File: src/rtl/command_line_tokenizer_core_defines.svh
// ----------------------------------------------------------------------------
// Command line tokenizer assertion macros
// Shared concurrent assertion forms for the tokenizer core.
// ----------------------------------------------------------------------------
`ifndef COMMAND_LINE_TOKENIZER_CORE_DEFINES_SVH
`define COMMAND_LINE_TOKENIZER_CORE_DEFINES_SVH

// Same-cycle implication, disabled during reset.
`define CLTOK_ASSERT_IMP(label, clk, rst_n, ante, cons) \
  label: assert property (@(posedge clk) disable iff (!rst_n) (ante) |-> (cons)) \
    else $error("tokenizer assertion failed");

// Next-cycle implication, disabled during reset.
`define CLTOK_ASSERT_NXT(label, clk, rst_n, ante, cons) \
  label: assert property (@(posedge clk) disable iff (!rst_n) (ante) |=> (cons)) \
    else $error("tokenizer assertion failed");

`endif

File: src/rtl/cltok_pkg.sv
// ----------------------------------------------------------------------------
// Command line tokenizer package
// Token kinds, token and queue entry types, character codes and sizes.
// ----------------------------------------------------------------------------
package cltok_pkg;

  localparam int unsigned LINE_LENGTH = 256;
  localparam int unsigned QUEUE_DEPTH = 4;

  typedef enum logic [3:0] {
    KIND_NAME     = 4'd0,
    KIND_NUMBER   = 4'd1,
    KIND_STRING   = 4'd2,
    KIND_OPERATOR = 4'd3,
    KIND_COMMA    = 4'd4,
    KIND_LINE_END = 4'd5,
    KIND_ERROR    = 4'd6,
    KIND_OPEN     = 4'd7,
    KIND_CLOSE    = 4'd8
  } tok_kind_e;

  localparam logic [7:0] CH_NUL   = 8'h00;
  localparam logic [7:0] CH_SPACE = 8'h20;
  localparam logic [7:0] CH_QUOTE = 8'h22;
  localparam logic [7:0] CH_STAR  = 8'h2a;
  localparam logic [7:0] CH_PLUS  = 8'h2b;
  localparam logic [7:0] CH_COMMA = 8'h2c;
  localparam logic [7:0] CH_MINUS = 8'h2d;
  localparam logic [7:0] CH_SLASH = 8'h2f;
  localparam logic [7:0] CH_0     = 8'h30;
  localparam logic [7:0] CH_9     = 8'h39;
  localparam logic [7:0] CH_COLON = 8'h3a;
  localparam logic [7:0] CH_LBRK  = 8'h5b;
  localparam logic [7:0] CH_RBRK  = 8'h5d;
  localparam logic [7:0] CH_A     = 8'h61;
  localparam logic [7:0] CH_F     = 8'h66;
  localparam logic [7:0] CH_X     = 8'h78;
  localparam logic [7:0] CH_Z     = 8'h7a;

  typedef struct packed {
    tok_kind_e   kind;
    logic [31:0] value;
    logic [7:0]  start_pos;
    logic [7:0]  end_pos;
  } tok_t;

  typedef struct packed {
    tok_t first;
    tok_t second;
    logic two;
  } q_entry_t;

  typedef struct packed {
    logic full;
    logic empty;
  } q_status_t;

  function automatic tok_t mk_tok(tok_kind_e kind, logic [31:0] value,
                                  logic [7:0] first_pos, logic [7:0] last_pos);
    tok_t t;
    t.kind      = kind;
    t.value     = value;
    t.start_pos = first_pos;
    t.end_pos   = last_pos;
    return t;
  endfunction

endpackage

File: src/rtl/cltok_front.sv
// ----------------------------------------------------------------------------
// Command line tokenizer front end
// Accepts one character per beat, tracks the scan mode and emits the tokens
// that the character completes as one queue entry.
// ----------------------------------------------------------------------------
module cltok_front #(
  parameter int unsigned LINE_LENGTH = cltok_pkg::LINE_LENGTH
) (
  input  logic                clk_i,
  input  logic                rst_ni,
  input  logic                in_valid_i,
  input  logic [7:0]          char_byte_i,
  output logic                in_stall_o,
  input  cltok_pkg::q_status_t q_status_i,
  output logic                push_o,
  output cltok_pkg::q_entry_t entry_o
);

  localparam int unsigned PosW = $clog2(LINE_LENGTH);
  localparam logic [PosW-1:0] PosMax = PosW'(LINE_LENGTH - 1);

  typedef enum logic [2:0] {
    MODE_IDLE,
    MODE_ZERO,
    MODE_DEC,
    MODE_HEX,
    MODE_NAME,
    MODE_STRING
  } mode_e;

  mode_e           mode_q, mode_d;
  logic [31:0]     acc_q, acc_d;
  logic [PosW-1:0] pos_q, pos_d;
  logic [7:0]      begin_q, begin_d;

  logic [PosW+7:0] pos_ext;
  logic [7:0]      pos8;
  logic [7:0]      c;
  logic            accept;
  logic            is_digit, is_lower, is_hexl, is_op;
  logic [31:0]     acc_x10, acc_x16;
  logic [3:0]      hex_dig;
  cltok_pkg::tok_t scan_tok, fresh_tok;
  logic            scan_v, fresh_v, str_err, fresh;

  assign c        = char_byte_i;
  assign accept   = in_valid_i && !q_status_i.full;
  assign in_stall_o = q_status_i.full;
  assign pos_ext  = {8'd0, pos_q};
  assign pos8     = pos_ext[7:0];

  assign is_digit = (c >= cltok_pkg::CH_0) && (c <= cltok_pkg::CH_9);
  assign is_lower = (c >= cltok_pkg::CH_A) && (c <= cltok_pkg::CH_Z);
  assign is_hexl  = (c >= cltok_pkg::CH_A) && (c <= cltok_pkg::CH_F);
  assign is_op    = (c == cltok_pkg::CH_PLUS) || (c == cltok_pkg::CH_MINUS) ||
                    (c == cltok_pkg::CH_STAR) || (c == cltok_pkg::CH_SLASH);
  assign hex_dig  = is_digit ? c[3:0] : c[3:0] + 4'd9;
  assign acc_x10  = {acc_q[28:0], 3'b000} + {acc_q[30:0], 1'b0} + {28'd0, c[3:0]};
  assign acc_x16  = {acc_q[27:0], hex_dig};

  always_comb begin
    mode_d   = mode_q;
    acc_d    = acc_q;
    begin_d  = begin_q;
    scan_tok = cltok_pkg::mk_tok(cltok_pkg::KIND_NUMBER, acc_q, begin_q, pos8);
    scan_v   = 1'b0;
    str_err  = 1'b0;
    fresh    = 1'b0;
    unique case (mode_q)
      MODE_STRING: begin
        if (c == cltok_pkg::CH_QUOTE) begin
          scan_tok = cltok_pkg::mk_tok(cltok_pkg::KIND_STRING, 32'd0, begin_q, pos8);
          scan_v   = 1'b1;
          mode_d   = MODE_IDLE;
        end else if (c == cltok_pkg::CH_NUL) begin
          scan_tok = cltok_pkg::mk_tok(cltok_pkg::KIND_ERROR, 32'd0, begin_q, pos8);
          scan_v   = 1'b1;
          str_err  = 1'b1;
          mode_d   = MODE_IDLE;
        end
      end
      MODE_ZERO, MODE_DEC: begin
        if (mode_q == MODE_ZERO && c == cltok_pkg::CH_X) begin
          mode_d = MODE_HEX;
        end else if (is_digit) begin
          acc_d  = acc_x10;
          mode_d = MODE_DEC;
        end else begin
          scan_v = 1'b1;
          fresh  = 1'b1;
        end
      end
      MODE_HEX: begin
        if (is_digit || is_hexl) begin
          acc_d = acc_x16;
        end else begin
          scan_v = 1'b1;
          fresh  = 1'b1;
        end
      end
      MODE_NAME: begin
        if (!(is_lower || c == cltok_pkg::CH_COLON)) begin
          scan_tok = cltok_pkg::mk_tok(cltok_pkg::KIND_NAME, 32'd0, begin_q, pos8);
          scan_v   = 1'b1;
          fresh    = 1'b1;
        end
      end
      default: begin
        fresh = 1'b1;
      end
    endcase

    fresh_tok = cltok_pkg::mk_tok(cltok_pkg::KIND_LINE_END, 32'd0, pos8, pos8);
    fresh_v   = str_err;
    if (fresh) begin
      mode_d = MODE_IDLE;
      if (is_digit) begin
        begin_d = pos8;
        acc_d   = {28'd0, c[3:0]};
        mode_d  = (c == cltok_pkg::CH_0) ? MODE_ZERO : MODE_DEC;
      end else if (is_lower) begin
        begin_d = pos8;
        mode_d  = MODE_NAME;
      end else if (c == cltok_pkg::CH_QUOTE) begin
        begin_d = pos8;
        mode_d  = MODE_STRING;
      end else if (is_op) begin
        fresh_tok = cltok_pkg::mk_tok(cltok_pkg::KIND_OPERATOR, {24'd0, c}, pos8, pos8);
        fresh_v   = 1'b1;
      end else if (c == cltok_pkg::CH_NUL) begin
        fresh_v = 1'b1;
      end else if (c == cltok_pkg::CH_LBRK) begin
        fresh_tok = cltok_pkg::mk_tok(cltok_pkg::KIND_OPEN, 32'd0, pos8, pos8);
        fresh_v   = 1'b1;
      end else if (c == cltok_pkg::CH_RBRK) begin
        fresh_tok = cltok_pkg::mk_tok(cltok_pkg::KIND_CLOSE, 32'd0, pos8, pos8);
        fresh_v   = 1'b1;
      end else if (c == cltok_pkg::CH_COMMA) begin
        fresh_tok = cltok_pkg::mk_tok(cltok_pkg::KIND_COMMA, 32'd0, pos8, pos8);
        fresh_v   = 1'b1;
      end else if (c != cltok_pkg::CH_SPACE) begin
        fresh_tok = cltok_pkg::mk_tok(cltok_pkg::KIND_ERROR, 32'd0, pos8, pos8);
        fresh_v   = 1'b1;
      end
    end

    if (c == cltok_pkg::CH_NUL) begin
      pos_d  = '0;
      mode_d = MODE_IDLE;
    end else begin
      pos_d = (pos_q == PosMax) ? '0 : pos_q + 1'b1;
    end
  end

  always_comb begin
    if (scan_v) begin
      entry_o.first  = scan_tok;
      entry_o.second = fresh_tok;
      entry_o.two    = fresh_v;
    end else begin
      entry_o.first  = fresh_tok;
      entry_o.second = fresh_tok;
      entry_o.two    = 1'b0;
    end
  end

  assign push_o = accept && (scan_v || fresh_v);

  always_ff @(posedge clk_i or negedge rst_ni) begin
    if (!rst_ni) begin
      mode_q  <= MODE_IDLE;
      acc_q   <= '0;
      pos_q   <= '0;
      begin_q <= '0;
    end else if (accept) begin
      mode_q  <= mode_d;
      acc_q   <= acc_d;
      pos_q   <= pos_d;
      begin_q <= begin_d;
    end
  end

endmodule

File: src/rtl/cltok_fifo.sv
// ----------------------------------------------------------------------------
// Command line tokenizer token queue
// Short queue of token entries between the front end and the back end.
// ----------------------------------------------------------------------------
module cltok_fifo #(
  parameter int unsigned Depth = cltok_pkg::QUEUE_DEPTH
) (
  input  logic                 clk_i,
  input  logic                 rst_ni,
  input  logic                 push_i,
  input  cltok_pkg::q_entry_t  entry_i,
  input  logic                 pop_i,
  output cltok_pkg::q_entry_t  entry_o,
  output cltok_pkg::q_status_t status_o
);

  localparam int unsigned PtrW = (Depth > 1) ? $clog2(Depth) : 1;
  localparam logic [PtrW-1:0] PtrMax = PtrW'(Depth - 1);
  localparam logic [PtrW:0]   CntMax = (PtrW + 1)'(Depth);

  cltok_pkg::q_entry_t mem_q [Depth];
  logic [PtrW-1:0] wr_q, rd_q;
  logic [PtrW:0]   cnt_q;
  logic            do_push, do_pop;

  assign status_o.full  = (cnt_q == CntMax);
  assign status_o.empty = (cnt_q == '0);
  assign do_push = push_i && !status_o.full;
  assign do_pop  = pop_i && !status_o.empty;
  assign entry_o = mem_q[rd_q];

  always_ff @(posedge clk_i) begin
    if (do_push) begin
      mem_q[wr_q] <= entry_i;
    end
  end

  always_ff @(posedge clk_i or negedge rst_ni) begin
    if (!rst_ni) begin
      wr_q  <= '0;
      rd_q  <= '0;
      cnt_q <= '0;
    end else begin
      if (do_push) begin
        wr_q <= (wr_q == PtrMax) ? '0 : wr_q + 1'b1;
      end
      if (do_pop) begin
        rd_q <= (rd_q == PtrMax) ? '0 : rd_q + 1'b1;
      end
      if (do_push && !do_pop) begin
        cnt_q <= cnt_q + 1'b1;
      end else if (do_pop && !do_push) begin
        cnt_q <= cnt_q - 1'b1;
      end
    end
  end

endmodule

File: src/rtl/cltok_back.sv
// ----------------------------------------------------------------------------
// Command line tokenizer back end
// Splits each queue entry into single token beats behind an output register.
// ----------------------------------------------------------------------------
module cltok_back (
  input  logic                 clk_i,
  input  logic                 rst_ni,
  input  cltok_pkg::q_entry_t  entry_i,
  input  cltok_pkg::q_status_t q_status_i,
  output logic                 pop_o,
  output logic                 out_valid_o,
  input  logic                 out_stall_i,
  output cltok_pkg::tok_t      tok_o,
  output logic                 last_o
);

  logic            valid_q;
  logic            phase_q;
  cltok_pkg::tok_t tok_q;
  logic            last_q;
  logic            load, is_last;

  assign load    = !q_status_i.empty && (!valid_q || !out_stall_i);
  assign is_last = phase_q || !entry_i.two;
  assign pop_o   = load && is_last;

  always_ff @(posedge clk_i) begin
    if (load) begin
      tok_q  <= phase_q ? entry_i.second : entry_i.first;
      last_q <= is_last;
    end
  end

  always_ff @(posedge clk_i or negedge rst_ni) begin
    if (!rst_ni) begin
      valid_q <= 1'b0;
      phase_q <= 1'b0;
    end else begin
      if (load) begin
        valid_q <= 1'b1;
        phase_q <= !is_last;
      end else if (!out_stall_i) begin
        valid_q <= 1'b0;
      end
    end
  end

  assign out_valid_o = valid_q;
  assign tok_o       = tok_q;
  assign last_o      = last_q;

endmodule

File: src/rtl/command_line_tokenizer_core.sv
// ----------------------------------------------------------------------------
// Command line tokenizer core
// Splits a character stream into name, number, string and punctuation tokens.
// ----------------------------------------------------------------------------
// One character is taken per clock while the four-entry token queue has room;
// a character yields zero, one or two tokens, and tokens leave one per clock
// while the output is not stalled, so the queue absorbs the difference when
// a character yields two tokens. A token reaches the output through the
// queue write on the accepting edge and then the output register. Positions
// count modulo LINE_LENGTH; the position fields carry their low eight bits.
`include "command_line_tokenizer_core_defines.svh"

module command_line_tokenizer_core #(
  parameter int unsigned LINE_LENGTH = cltok_pkg::LINE_LENGTH
) (
  input  logic        clk_i,
  input  logic        rst_ni,
  input  logic        in_valid_i,
  input  logic [7:0]  char_byte_i,
  output logic        in_stall_o,
  output logic        out_valid_o,
  input  logic        out_stall_i,
  output logic [3:0]  token_kind_o,
  output logic [31:0] token_value_o,
  output logic [7:0]  start_pos_o,
  output logic [7:0]  end_pos_o,
  output logic        last_of_run_o
);

  cltok_pkg::q_status_t q_status;
  cltok_pkg::q_entry_t  push_entry, head_entry;
  cltok_pkg::tok_t      tok;
  logic                 push, pop;

  cltok_front #(
    .LINE_LENGTH(LINE_LENGTH)
  ) u_front (
    .clk_i      (clk_i),
    .rst_ni     (rst_ni),
    .in_valid_i (in_valid_i),
    .char_byte_i(char_byte_i),
    .in_stall_o (in_stall_o),
    .q_status_i (q_status),
    .push_o     (push),
    .entry_o    (push_entry)
  );

  cltok_fifo #(
    .Depth(cltok_pkg::QUEUE_DEPTH)
  ) u_fifo (
    .clk_i   (clk_i),
    .rst_ni  (rst_ni),
    .push_i  (push),
    .entry_i (push_entry),
    .pop_i   (pop),
    .entry_o (head_entry),
    .status_o(q_status)
  );

  cltok_back u_back (
    .clk_i      (clk_i),
    .rst_ni     (rst_ni),
    .entry_i    (head_entry),
    .q_status_i (q_status),
    .pop_o      (pop),
    .out_valid_o(out_valid_o),
    .out_stall_i(out_stall_i),
    .tok_o      (tok),
    .last_o     (last_of_run_o)
  );

  assign token_kind_o  = tok.kind;
  assign token_value_o = tok.value;
  assign start_pos_o   = tok.start_pos;
  assign end_pos_o     = tok.end_pos;

  `CLTOK_ASSERT_IMP(a_value_zero, clk_i, rst_ni, out_valid_o && token_kind_o != cltok_pkg::KIND_NUMBER && token_kind_o != cltok_pkg::KIND_OPERATOR, token_value_o == 32'd0)
  `CLTOK_ASSERT_IMP(a_single_char, clk_i, rst_ni, out_valid_o && (token_kind_o == cltok_pkg::KIND_OPERATOR || token_kind_o == cltok_pkg::KIND_COMMA || token_kind_o == cltok_pkg::KIND_LINE_END || token_kind_o == cltok_pkg::KIND_OPEN || token_kind_o == cltok_pkg::KIND_CLOSE), start_pos_o == end_pos_o)
  `CLTOK_ASSERT_NXT(a_line_end_last, clk_i, rst_ni, in_valid_i && !in_stall_o && char_byte_i == cltok_pkg::CH_NUL && !out_valid_o && q_status.empty, !q_status.empty)
  `CLTOK_ASSERT_IMP(a_push_room, clk_i, rst_ni, push, !q_status.full)

endmodule

File: config.mk
export PLATFORM = sky130hd
export DESIGN_NAME = command_line_tokenizer_core
export DESIGN_NICKNAME = d
export VERILOG_FILES = /design/src/rtl/cltok_pkg.sv /design/src/rtl/cltok_front.sv /design/src/rtl/cltok_fifo.sv /design/src/rtl/cltok_back.sv /design/src/rtl/command_line_tokenizer_core.sv
export VERILOG_INCLUDE_DIRS = /design/src /design/src/rtl
export SDC_FILE = /design/constraint.sdc
export NUM_CORES = 1
export LEC_CHECK = 0
export ABC_AREA = 1
export BUFFER_PORTS_ARGS = -buffer_cell sky130_fd_sc_hd__buf_2
export CORE_MARGIN = 8
export CORE_UTILIZATION = 55
export CTS_CLUSTER_SIZE = 28
export DETAILED_ROUTE_END_ITERATION = 10
export GPL_ROUTABILITY_DRIVEN = 0
export PLACE_DENSITY_LB_ADDON = 0.1
export SYNTH_ARGS = -nofsm -noshare
export SYNTH_HDL_FRONTEND = slang
export SYNTH_SLANG_ARGS = --single-unit
File: constraint.sdc
create_clock -name clk_i -period 14.81 [get_ports clk_i]
set_input_delay 2.2215 -clock clk_i [delete_from_list [all_inputs] [get_ports clk_i]]
set_output_delay 2.2215 -clock clk_i [all_outputs]
set_load 0.1 [all_outputs]
Word-level counts from Yosys, hierarchy flattened
Memories as Yosys holds them, arrays and structs flattened.
Cells that the tools add are included.
{"block": "classes", "add_sub_neg": 8, "multipliers": 0, "div": 0, "order_cmp": 5, "n_eq_ne": 24, "shift": 0, "muxes": 66, "bitwise_logic": 0, "reduce_logical": 36}
{"op": "two-way mux 52 bit", "n": 11}
{"op": "two-way mux 32 bit", "n": 5}
{"op": "two-way mux 105 bit", "n": 1}
{"op": "one-hot mux 52 bit (2 select lines)", "n": 1}
{"op": "== test 8 x 6 -> 1 bit, second input constant", "n": 8}
{"op": "one-hot mux 32 bit (2 select lines)", "n": 1}
{"op": "two-way mux 51 bit", "n": 1}
{"op": "two-way mux 50 bit", "n": 1}
{"op": "two-way mux 49 bit", "n": 1}
{"op": "two-way mux 8 bit", "n": 5}
{"op": "adder 32 bit", "n": 1}
{"op": "adder 32 x 4 -> 32 bit", "n": 1}
{"op": "two-way mux 3 bit", "n": 10}
{"op": "== test 8 x 7 -> 1 bit, second input constant", "n": 3}
{"op": "two-way mux 1 bit", "n": 22}
{"op": "<= comparator 8 x 7 -> 1 bit, second input constant", "n": 2}
{"op": "logical AND 1 bit", "n": 12}
{"op": "== test 3 bit, second input constant", "n": 3}
{"op": "adder 8 x 1 -> 8 bit, second input constant", "n": 1}
{"op": "== test 8 bit, second input constant", "n": 1}
{"op": "greater-or-equal comparator 8 x 6 -> 1 bit, second input constant", "n": 1}
{"op": "greater-or-equal comparator 8 x 7 -> 1 bit, second input constant", "n": 1}
{"op": "<= comparator 8 x 6 -> 1 bit, second input constant", "n": 1}
{"op": "logical NOT 1 bit", "n": 8}
{"op": "24 further kinds", "n": 37}
{"block": "totals", "regBits": 113, "latchBits": 0, "ram_bits": 420, "romBits": 0, "inputBits": 12, "output_inout_bits": 55, "wordCells": 154, "memories": 1}
{"memory": "u_fifo.mem_q", "words": 4, "width": 105, "rd": 1, "rd_ports_with_merged_regs": 0, "wr": 1, "line": "cltok_fifo.sv:21", "text": "cltok_pkg::q_entry_t mem_q [Depth];"}

Longest topological paths before layout
Gate-level depths: netlist (run 1).
{"block": "depth", "word_depth": 21, "ltp_mapped": 19, "mapped_depth_nobuf": 19}

Hierarchy
Synthesis (run 1) repeated with hierarchy kept, for this count alone.
{"block": "unflattened", "hier_cells": 2627, "hier_area_um2": 26245.2}
{"module": "cltok_fifo", "n_inst": 1, "cells_each": 1286, "area_each_um2": 17255.3, "seq_area_each_um2": 12787.3}
{"module": "cltok_front", "n_inst": 1, "cells_each": 1106, "area_each_um2": 6602.6, "seq_area_each_um2": 1276.2}
{"module": "cltok_back", "n_inst": 1, "cells_each": 235, "area_each_um2": 2387.3, "seq_area_each_um2": 1641.6}

Worst setup path after synthesis (run 1)
Ideal clock, no wire load.
{"block": "synth_timing", "kind": "in2reg", "start": "in char_byte_i[0]", "end": "mem u_fifo.mem_q[0][0] in the netlist's numbering (enable)", "setup_ps": 489, "arrival_ps": 6419, "t_required_ps": 14321, "path_slack_ps": 7903, "stages": 10, "n_path_buf": 0, "cell_sequence": "inv_1 -> ha_1 -> inv_1 -> nor3_1 -> nand4_2 -> a21oi_1 -> nor2_4 -> nand3_1 -> nand2_1 -> nor2_1"}
{"block": "synth_between", "elab_chain_len": 19, "word_cells_on_any_way": 51, "classes_between": "order compare (5); eq/ne (11); mux (22); reduce/logical (13)"}
{"item": "start, declared", "line": "command_line_tokenizer_core.sv:19", "text": "input logic [7:0] char_byte_i,"}
{"item": "logical NOT 8 bit", "line": "cltok_front.sv:75, cltok_front.sv:130"}
{"item": "two-way mux 1 bit", "line": "cltok_front.sv:75", "text": "end else if (c == cltok_pkg::CH_NUL) begin"}
{"item": "two-way mux 1 bit", "line": "cltok_front.sv:71", "text": "if (c == cltok_pkg::CH_QUOTE) begin"}
{"item": "two-way mux 1 bit", "line": "cltok_front.sv:69", "text": "unique case (mode_q)"}
{"item": "two-way mux 1 bit", "line": "cltok_front.sv:141", "text": "end else if (c != cltok_pkg::CH_SPACE) begin"}
{"item": "two-way mux 1 bit", "line": "cltok_front.sv:138", "text": "end else if (c == cltok_pkg::CH_COMMA) begin"}
{"item": "two-way mux 1 bit", "line": "cltok_front.sv:135", "text": "end else if (c == cltok_pkg::CH_RBRK) begin"}
{"item": "two-way mux 1 bit", "line": "cltok_front.sv:132", "text": "end else if (c == cltok_pkg::CH_LBRK) begin"}
{"item": "[... 3 more ...]"}
{"item": "two-way mux 1 bit", "line": "cltok_front.sv:121", "text": "end else if (is_lower) begin"}
{"item": "two-way mux 1 bit", "line": "cltok_front.sv:117", "text": "if (is_digit) begin"}
{"item": "two-way mux 1 bit", "line": "cltok_front.sv:115", "text": "if (fresh) begin"}
{"item": "logical OR 1 bit (*)", "line": "cltok_front.sv:167", "text": "assign push_o = accept && (scan_v || fresh_v);"}
{"item": "logical AND 1 bit (*)", "line": "cltok_front.sv:167"}
{"item": "logical AND 1 bit (*)", "line": "cltok_fifo.sv:28", "text": "assign do_push = push_i && !status_o.full;"}
{"item": "two-way mux 1 bit (*)", "line": "cltok_fifo.sv:33", "text": "if (do_push) begin"}
{"item": "two-way mux 1 bit (not written as such) (*)", "line": "cltok_fifo.sv:34", "text": "mem_q[wr_q] <= entry_i;"}
{"item": "end, declared", "line": "cltok_fifo.sv:21"}
Mark *: on every way between the ends. The rest lies on a longest branch, timed or not.

Worst setup path in the final report (run 1)
{"block": "layout_timing", "start": "in char_byte_i[1]", "end": "mem u_fifo.mem_q[3][70] in the netlist's numbering (enable)"}
The elaborated chain is that of the path after synthesis.

==> results.cfg, run 1 <==
[cts]
clock_latency_ns = 0.53
clockBufferDepth = 3
cts_sinks = 373
numCtsBuffers = 38
cts.clk_slew.worst_paths_ns = 0.06
ctsHoldBuffers = 0
post_cts_resized = 0
cts_tree = done
htree_levels = 2
root_buffer = clkbuf_16
post_cts_buffers = 0

[setup_path]
max_stage_delay_ns = 0.81
path_common_cell = nand3_1
path_cells = buf_2 > inv_1 > ha_1 > inv_1 > nand3_1 > nand3_4 > nand3_1 > nand3_4 > nand2_1 > nand3_1 > nand2_1 > nor2_4 > buf_4
worst_setup_path_end_kind = flip-flop
critPathKind = input pin to flip-flop
critPathLaunchType = input pin
cp_slowest_cell = nor2_4
cp.required_ns = 14.97
cp_max_fo = 39
crit_arrival_ns = 6.32

[die]
die_w_um = 199
die_area_um2 = 39600
initial_core_util = 0.554
die_h_um = 199
core-area_um2 = 33300
pin_count = 67
rows = 67

[synthesis]
ys_top_cells_by_area = edfxtp_1 51%, dfrtp_1 8.1%, nand2_1 7.4%
synth_warnings = 0
synthCells = 1948
synth_edf_count = 313
synth_cell_types = 46
synth_seq_area_share = 0.592
synth.top_cell.area_share = 0.510
ys_ff_latch = 373
synth_flop_cell = edfxtp_1
yosysTopAreaCell = edfxtp_1
synthArstFlopShare = 0.161
syn_area_um2 = 18400
synth_area_per_cell_um2 = 9.46

[sta]
slew_viol_final = 0
fin_crit_sh = 0.416
rsz0062_at_grt = no
hold-worst-slack_ns = 0.485
max_freq_mhz = 162
clock_skew_ns = 0.0252
worst_pin_slew_ns = 1.07
setup_viol = 0
fin_crit_ns = 6.16
tns_ns = 0
timing.slew.headroom = 0.288
hold_viol = 0

[grt]
grt_max_degree = 94
grt_pass1_vias = 13300
grt_overflow = 0
antenna_found_initial = 0
grtUsageTotal = 0.227
grt_pass1_wl_mm = 71.2

[power_and_ir_drop]
clkPwrFrac = 0.190
finalPower_uw = 4770
power_frac_comb = 0.443
intPower_uw = 2560
power_density_nw_per_um2 = 234
switching_power_uw = 2210
vdd.ir_drop.worst_uv = 218
power_leakage_uw = 0.00847
seq_power_share = 0.366
switching_share = 0.464

[drt]
routed_via_density = 5.53
dr.pass1.iters = 5
vias = 13700
drc = 0
wl_per_cell_um = 17.9
drt-initial-drc-count = 1127
wl_mm = 44.3
ant_nets = 0

[worst_hold_path]
worstHoldPathType = flip-flop to flip-flop

[finish]
multi_input_area_um2 = 6620
n_antenna_cell = 0
fill_cells = 2804
area_growth_pct = 10.7
layout-drive-gt1-share = 0.0870
seq_area_um2 = 10900
stdcell_area_um2 = 20400
finalNetCount = 2089

[flow_run]
cap_violations = 0

[run_status]
status = finished, final reports clean

[placement]
io_buffers = 66
place_hpwl_mm = 28.9
placed_cell_area_um2 = 19200
==> per-stage QoR <==
step | worst slack [ns] | util | cells
after floorplan | 7.90 | - | 1959
after global placement | 8.22 | 0.577 | 2413
after detailed placement | 8.12 | 0.577 | 2413
after CTS | 8.67 | 0.613 | 2482
after global routing | 8.39 | 0.613 | 2482
final | 8.65 | 0.613 | 2482
==> registers in the layout, summed over array words and instances (netlist names), 2 cells and up <==
register         flops
u_back.tok_o        52
u_front.pos8         8
u_fifo.cnt_q         3
u_front.begin_q      8
u_front.acc_q       32
u_fifo.mem_q       260
u_front.mode_q       3
u_fifo.wr_q          2
u_fifo.rd_q          2
==> layout by cell type, fill, tap and decap left out, drive strengths merged, types with 16 or more instances in the layout <==
master  instances
a21oi          85
a31oi          20
buf            81
clkbuf         50
clkinv         18
dfrtp          60
edfxtp        313
ha             69
inv           175
nand2         367
nand3         111
nor2          366
nor3           16
o21ai         204
o22ai          26
==> cell families after synthesis <==
group / Yosys count / synth area share
DFF: 373 / 0.592
muxes: 1 / 0.000611
adders and majority gates: 72 / 0.0501
other: 1 / 0.000204
xor gates and xnor gates: 9 / 0.00428
buffers and inverters: 252 / 0.0530
and+or+nand+nor: 891 / 0.199
AOI/OAI and AO/OA: 349 / 0.101
==> critical path: cells and delay by family <==
family                     cells  cell delay (ns)
and+or+nand+nor                8             2.73
adders and majority gates      1             0.23
buffers and inverters          4             1.06
==> final cells by class <==
cell class | count | share of cell area
Sequential cell | 373 | 0.535
Clock inverter | 19 | 0.00632
Inverter | 177 | 0.0326
Tap cell | 448 | 0.0275
Timing Repair Buffer | 81 | 0.0217
Clock buffer | 50 | 0.0524
Multi-Input combinational cell | 1334 | 0.325
==> cells in the mapped netlist (5+ instances only) <==
cell type,instances
buf_1,6
edfxtp_1,313
buf_2,13
o21bai_1,6
o22ai_1,26
nand3b_1,8
nand4_1,13
nand2_1,361
a21oi_1,84
clkbuf_1,54
xor2_1,6
o21ai_0,193
a31oi_1,20
inv_1,169
inv_2,6
ha_1,69
o21ai_1,11
nand3_1,108
nor3_1,16
dfrtp_1,60
or2_2,5
nor2_1,361
==> metal layers <==
layer | wire (um) | track usage | vias to the layer above
li1 | - | - | 6722
met1 | 20200 | 0.325 | 6499
met2 | 20800 | 0.371 | 424
met3 | 2620 | 0.0252 | 77
met4 | 771 | 0.0513 | 0
met5 | 0 | 0 | -
==> worst paths after layout <==
kind	startpoint	end	slack, ns	cells after the start
max	char_byte_i[1]	u_fifo.mem_q[3][70]$_DFFE_PP_	8.65	13
min in group asynchronous	rst_ni	u_front.acc_q[28]$_DFFE_PN0P_	1.90	2
max in group asynchronous	rst_ni	u_fifo.rd_q[0]$_DFFE_PN0P_	12.23	2
min	u_front.acc_q[31]$_DFFE_PN0P_	u_front.acc_q[31]$_DFFE_PN0P_	0.48	2
min reg2reg	u_front.acc_q[31]$_DFFE_PN0P_	u_front.acc_q[31]$_DFFE_PN0P_	0.48	2
max reg2reg	u_front.mode_q[1]$_DFFE_PN0P_	u_fifo.mem_q[3][70]$_DFFE_PP_	10.65	10
==> power groups by stage <==
stage               registers (uW)  clock network, uW  logic, uW
floorplan                     2240                  0       1120
global placement              1760                  0       2080
detailed placement            1760                  0       2120
CTS                           1750                921       2120
global route                  1780                961       2320
finish                        1750                907       2110
(Power assumes the default switching activity.)
==> inputs of run 2 (changes only) <==
- ABC_AREA: 1 -> 0
- clock period: 14.81 -> 5.8 ns (I/O delays scaled with it)
==> run 2 against run 1 <==
  * Synthesized area down 6.2%
  * Global-route usage decreased by 2.7 points
  * Count of clock-buffer cells in the layout fell by 1
  * Setup slack got worse by 7.1 ns
  * Highest routed layer unchanged
==> results.cfg, run 2 <==
[finish]
n_antenna_cell = 0
largest_register_ffs = 260
final_common_cell = edfxtp_1
final_cell_mix = 313 x edfxtp_1, 69 x ha_1, 66 x buf_2
layout-drive-gt1-share = 0.218
finalNetCount = 1309
top_register = u_fifo.mem_q
instances_no_fill = 1655
final_core_utilization = 0.619
area_growth_pct = 11.8

[grt]
grt_pass1_vias = 10200
grt_max_degree = 67
grtUsageTotal = 0.200
antenna_found_initial = 0
grt_pass1_wl_mm = 59.3
grt_overflow = 0

[setup_path]
cp_slowest_cell = and2_4
critPathLaunchType = input pin
path_cells = buf_2 > inv_1 > ha_1 > o21ba_2 > o21ai_0 > nand2_1 > a21oi_1 > nand2_1 > a21oi_4 > and2_4 > buf_12
crit_arrival_ns = 4.41
cp_num_buf_inv = 3
path_common_cell = nand2_1
worst_setup_path_end_kind = flip-flop
cp_max_fo = 41
cpLargestDelayFamily = compound AO/OA/AOI/OAI gates
cp.required_ns = 6.01
max_stage_delay_ns = 0.64
regToRegStartpoint = u_front.acc_q[2]$_DFFE_PN0P_
critical_path.startpoint = char_byte_i[0]
critPathKind = input pin to flip-flop

[synthesis]
syn_area_um2 = 17300
synth_area_per_cell_um2 = 15.2
synth_cell_types = 84
ys_top_cells_by_area = edfxtp_1 54%, dfrtp_1 8.7%, mux4_2 8.5%
synth_flop_cell = edfxtp_1
yosysTopAreaCell = edfxtp_1
synth_most_common_cell = edfxtp_1
synth_edf_count = 313
synth_warnings = 0
synth_seq_area_share = 0.631
synthCells = 1140
ys_ff_latch = 373
synthTopCellsByCount = 313 x edfxtp_1, 69 x ha_1, 65 x mux4_2
synth.top_cell.area_share = 0.544
synthArstFlopShare = 0.161

[placement]
place_hpwl_mm = 25.5
placed_cells = 1586
pre_cts_ws_ns = 1.18
io_buffers = 66

[flow_run]
cap_violations = 0

[cts]
cts_sinks = 373
post_cts_resized = 0
htree_levels = 2
root_buffer = clkbuf_16
cts.clk_slew.worst_paths_ns = 0.06
numCtsBuffers = 39
clockBufferDepth = 3
ctsHoldBuffers = 0
post_cts_buffers = 0
clock_latency_ns = 0.52
cts_tree = done

[drt]
wl_per_cell_um = 22.9
routed_via_density = 6.13
drt-initial-drc-count = 975
drc = 0
ant_nets = 0
vias = 10200
dr.pass1.iters = 5
wl_mm = 37.9

[die]
die_h_um = 193
die_area_um2 = 37400
die_w_um = 193
pin_count = 67
core-area_um2 = 31200
rows = 65
initial_core_util = 0.553

[sta]
hold_viol = 0
tns_ns = 0
timing.slew.headroom = 0.267
finalWorstSetupSlack_ns = 1.60
max_freq_mhz = 238
fin_crit_ns = 4.20
setup_viol = 0
clock_skew_ns = 0.0171
slew_viol_final = 0
worst_pin_slew_ns = 1.09
rsz0062_at_grt = no
hold-worst-slack_ns = 0.505
fin_crit_sh = 0.725

[worst_hold_path]
worstHoldPathType = flip-flop to flip-flop
min_from = u_front.begin_q[3]$_DFFE_PN0P_

[run_status]
status = finished, final reports clean

[power_and_ir_drop]
vdd.ir_drop.worst_uv = 409
power_leakage_uw = 0.00728
power_density_nw_per_um2 = 572
[run 2: path summary, 6_finish.rpt]
path                                                   to  slack [ns]  cells after the start
hold / removal             u_front.begin_q[3]$_DFFE_PN0P_        0.50                      1
hold reg to reg            u_front.begin_q[3]$_DFFE_PN0P_        0.50                      1
max in group asynchronous      u_fifo.rd_q[0]$_DFFE_PN0P_        4.64                      2
min in group asynchronous   u_front.mode_q[2]$_DFFE_PN0P_        0.52                      2
setup / recovery            u_fifo.mem_q[1][86]$_DFFE_PP_        1.60                     11
setup reg to reg            u_front.acc_q[31]$_DFFE_PN0P_        2.24                     10
[run 2: worst reg2reg max path, delay by kind of cell, from the launching register on]
family | cells | cell delay [ns]
DFF | 1 | 0.50
and+or+nand+nor | 3 | 0.65
AOI/OAI and AO/OA | 5 | 1.47
adders and majority gates | 2 | 0.87
[run 2: kinds of logic after synthesis]
group                    Yosys count  synth area share
flip-flops                       373             0.631
multiplexers                     109             0.114
AO/OA/AOI/OAI                    217            0.0869
AND/OR/NAND/NOR                  277            0.0853
adder cells (fa/ha/maj)           72            0.0534
other                              1          0.000217
buffers and inverters             65            0.0168
XOR/XNOR                          26            0.0132
[run 2: routing by layer]
layer  global-route usage  vias to the layer above  share of wire
met4               0.0601                        0          0.025
li1                     -                     4629              -
met2                0.303                      308           0.45
met1                0.293                     5145           0.46
met5                    0                        -              0
met3               0.0368                       69          0.060
[run 2: area by class of cell]
type | count | area (um2)
fill | 2357 | 11900
sequential | 373 | 10900
multi-input combinational | 713 | 6160
clock buffer | 49 | 1050
tap | 402 | 503
timing repair buffer | 82 | 500
clock inverter | 20 | 131
inverter | 16 | 60.1
[run 2: metrics by stage]
stage | total power, uW | instance area [um2]
floorplan | 7790 | 17300
global placement | 8790 | 18100
detailed placement | 8850 | 18100
CTS | 11200 | 19300
global route | 11600 | 19300
finish | 11000 | 19300
[run 2: where the power goes]
group          switching [uW]  internal [uW]  total, uW
Clock                     970           1330       2300
Sequential                378           3910       4290
Combinational            3120           1330       4450
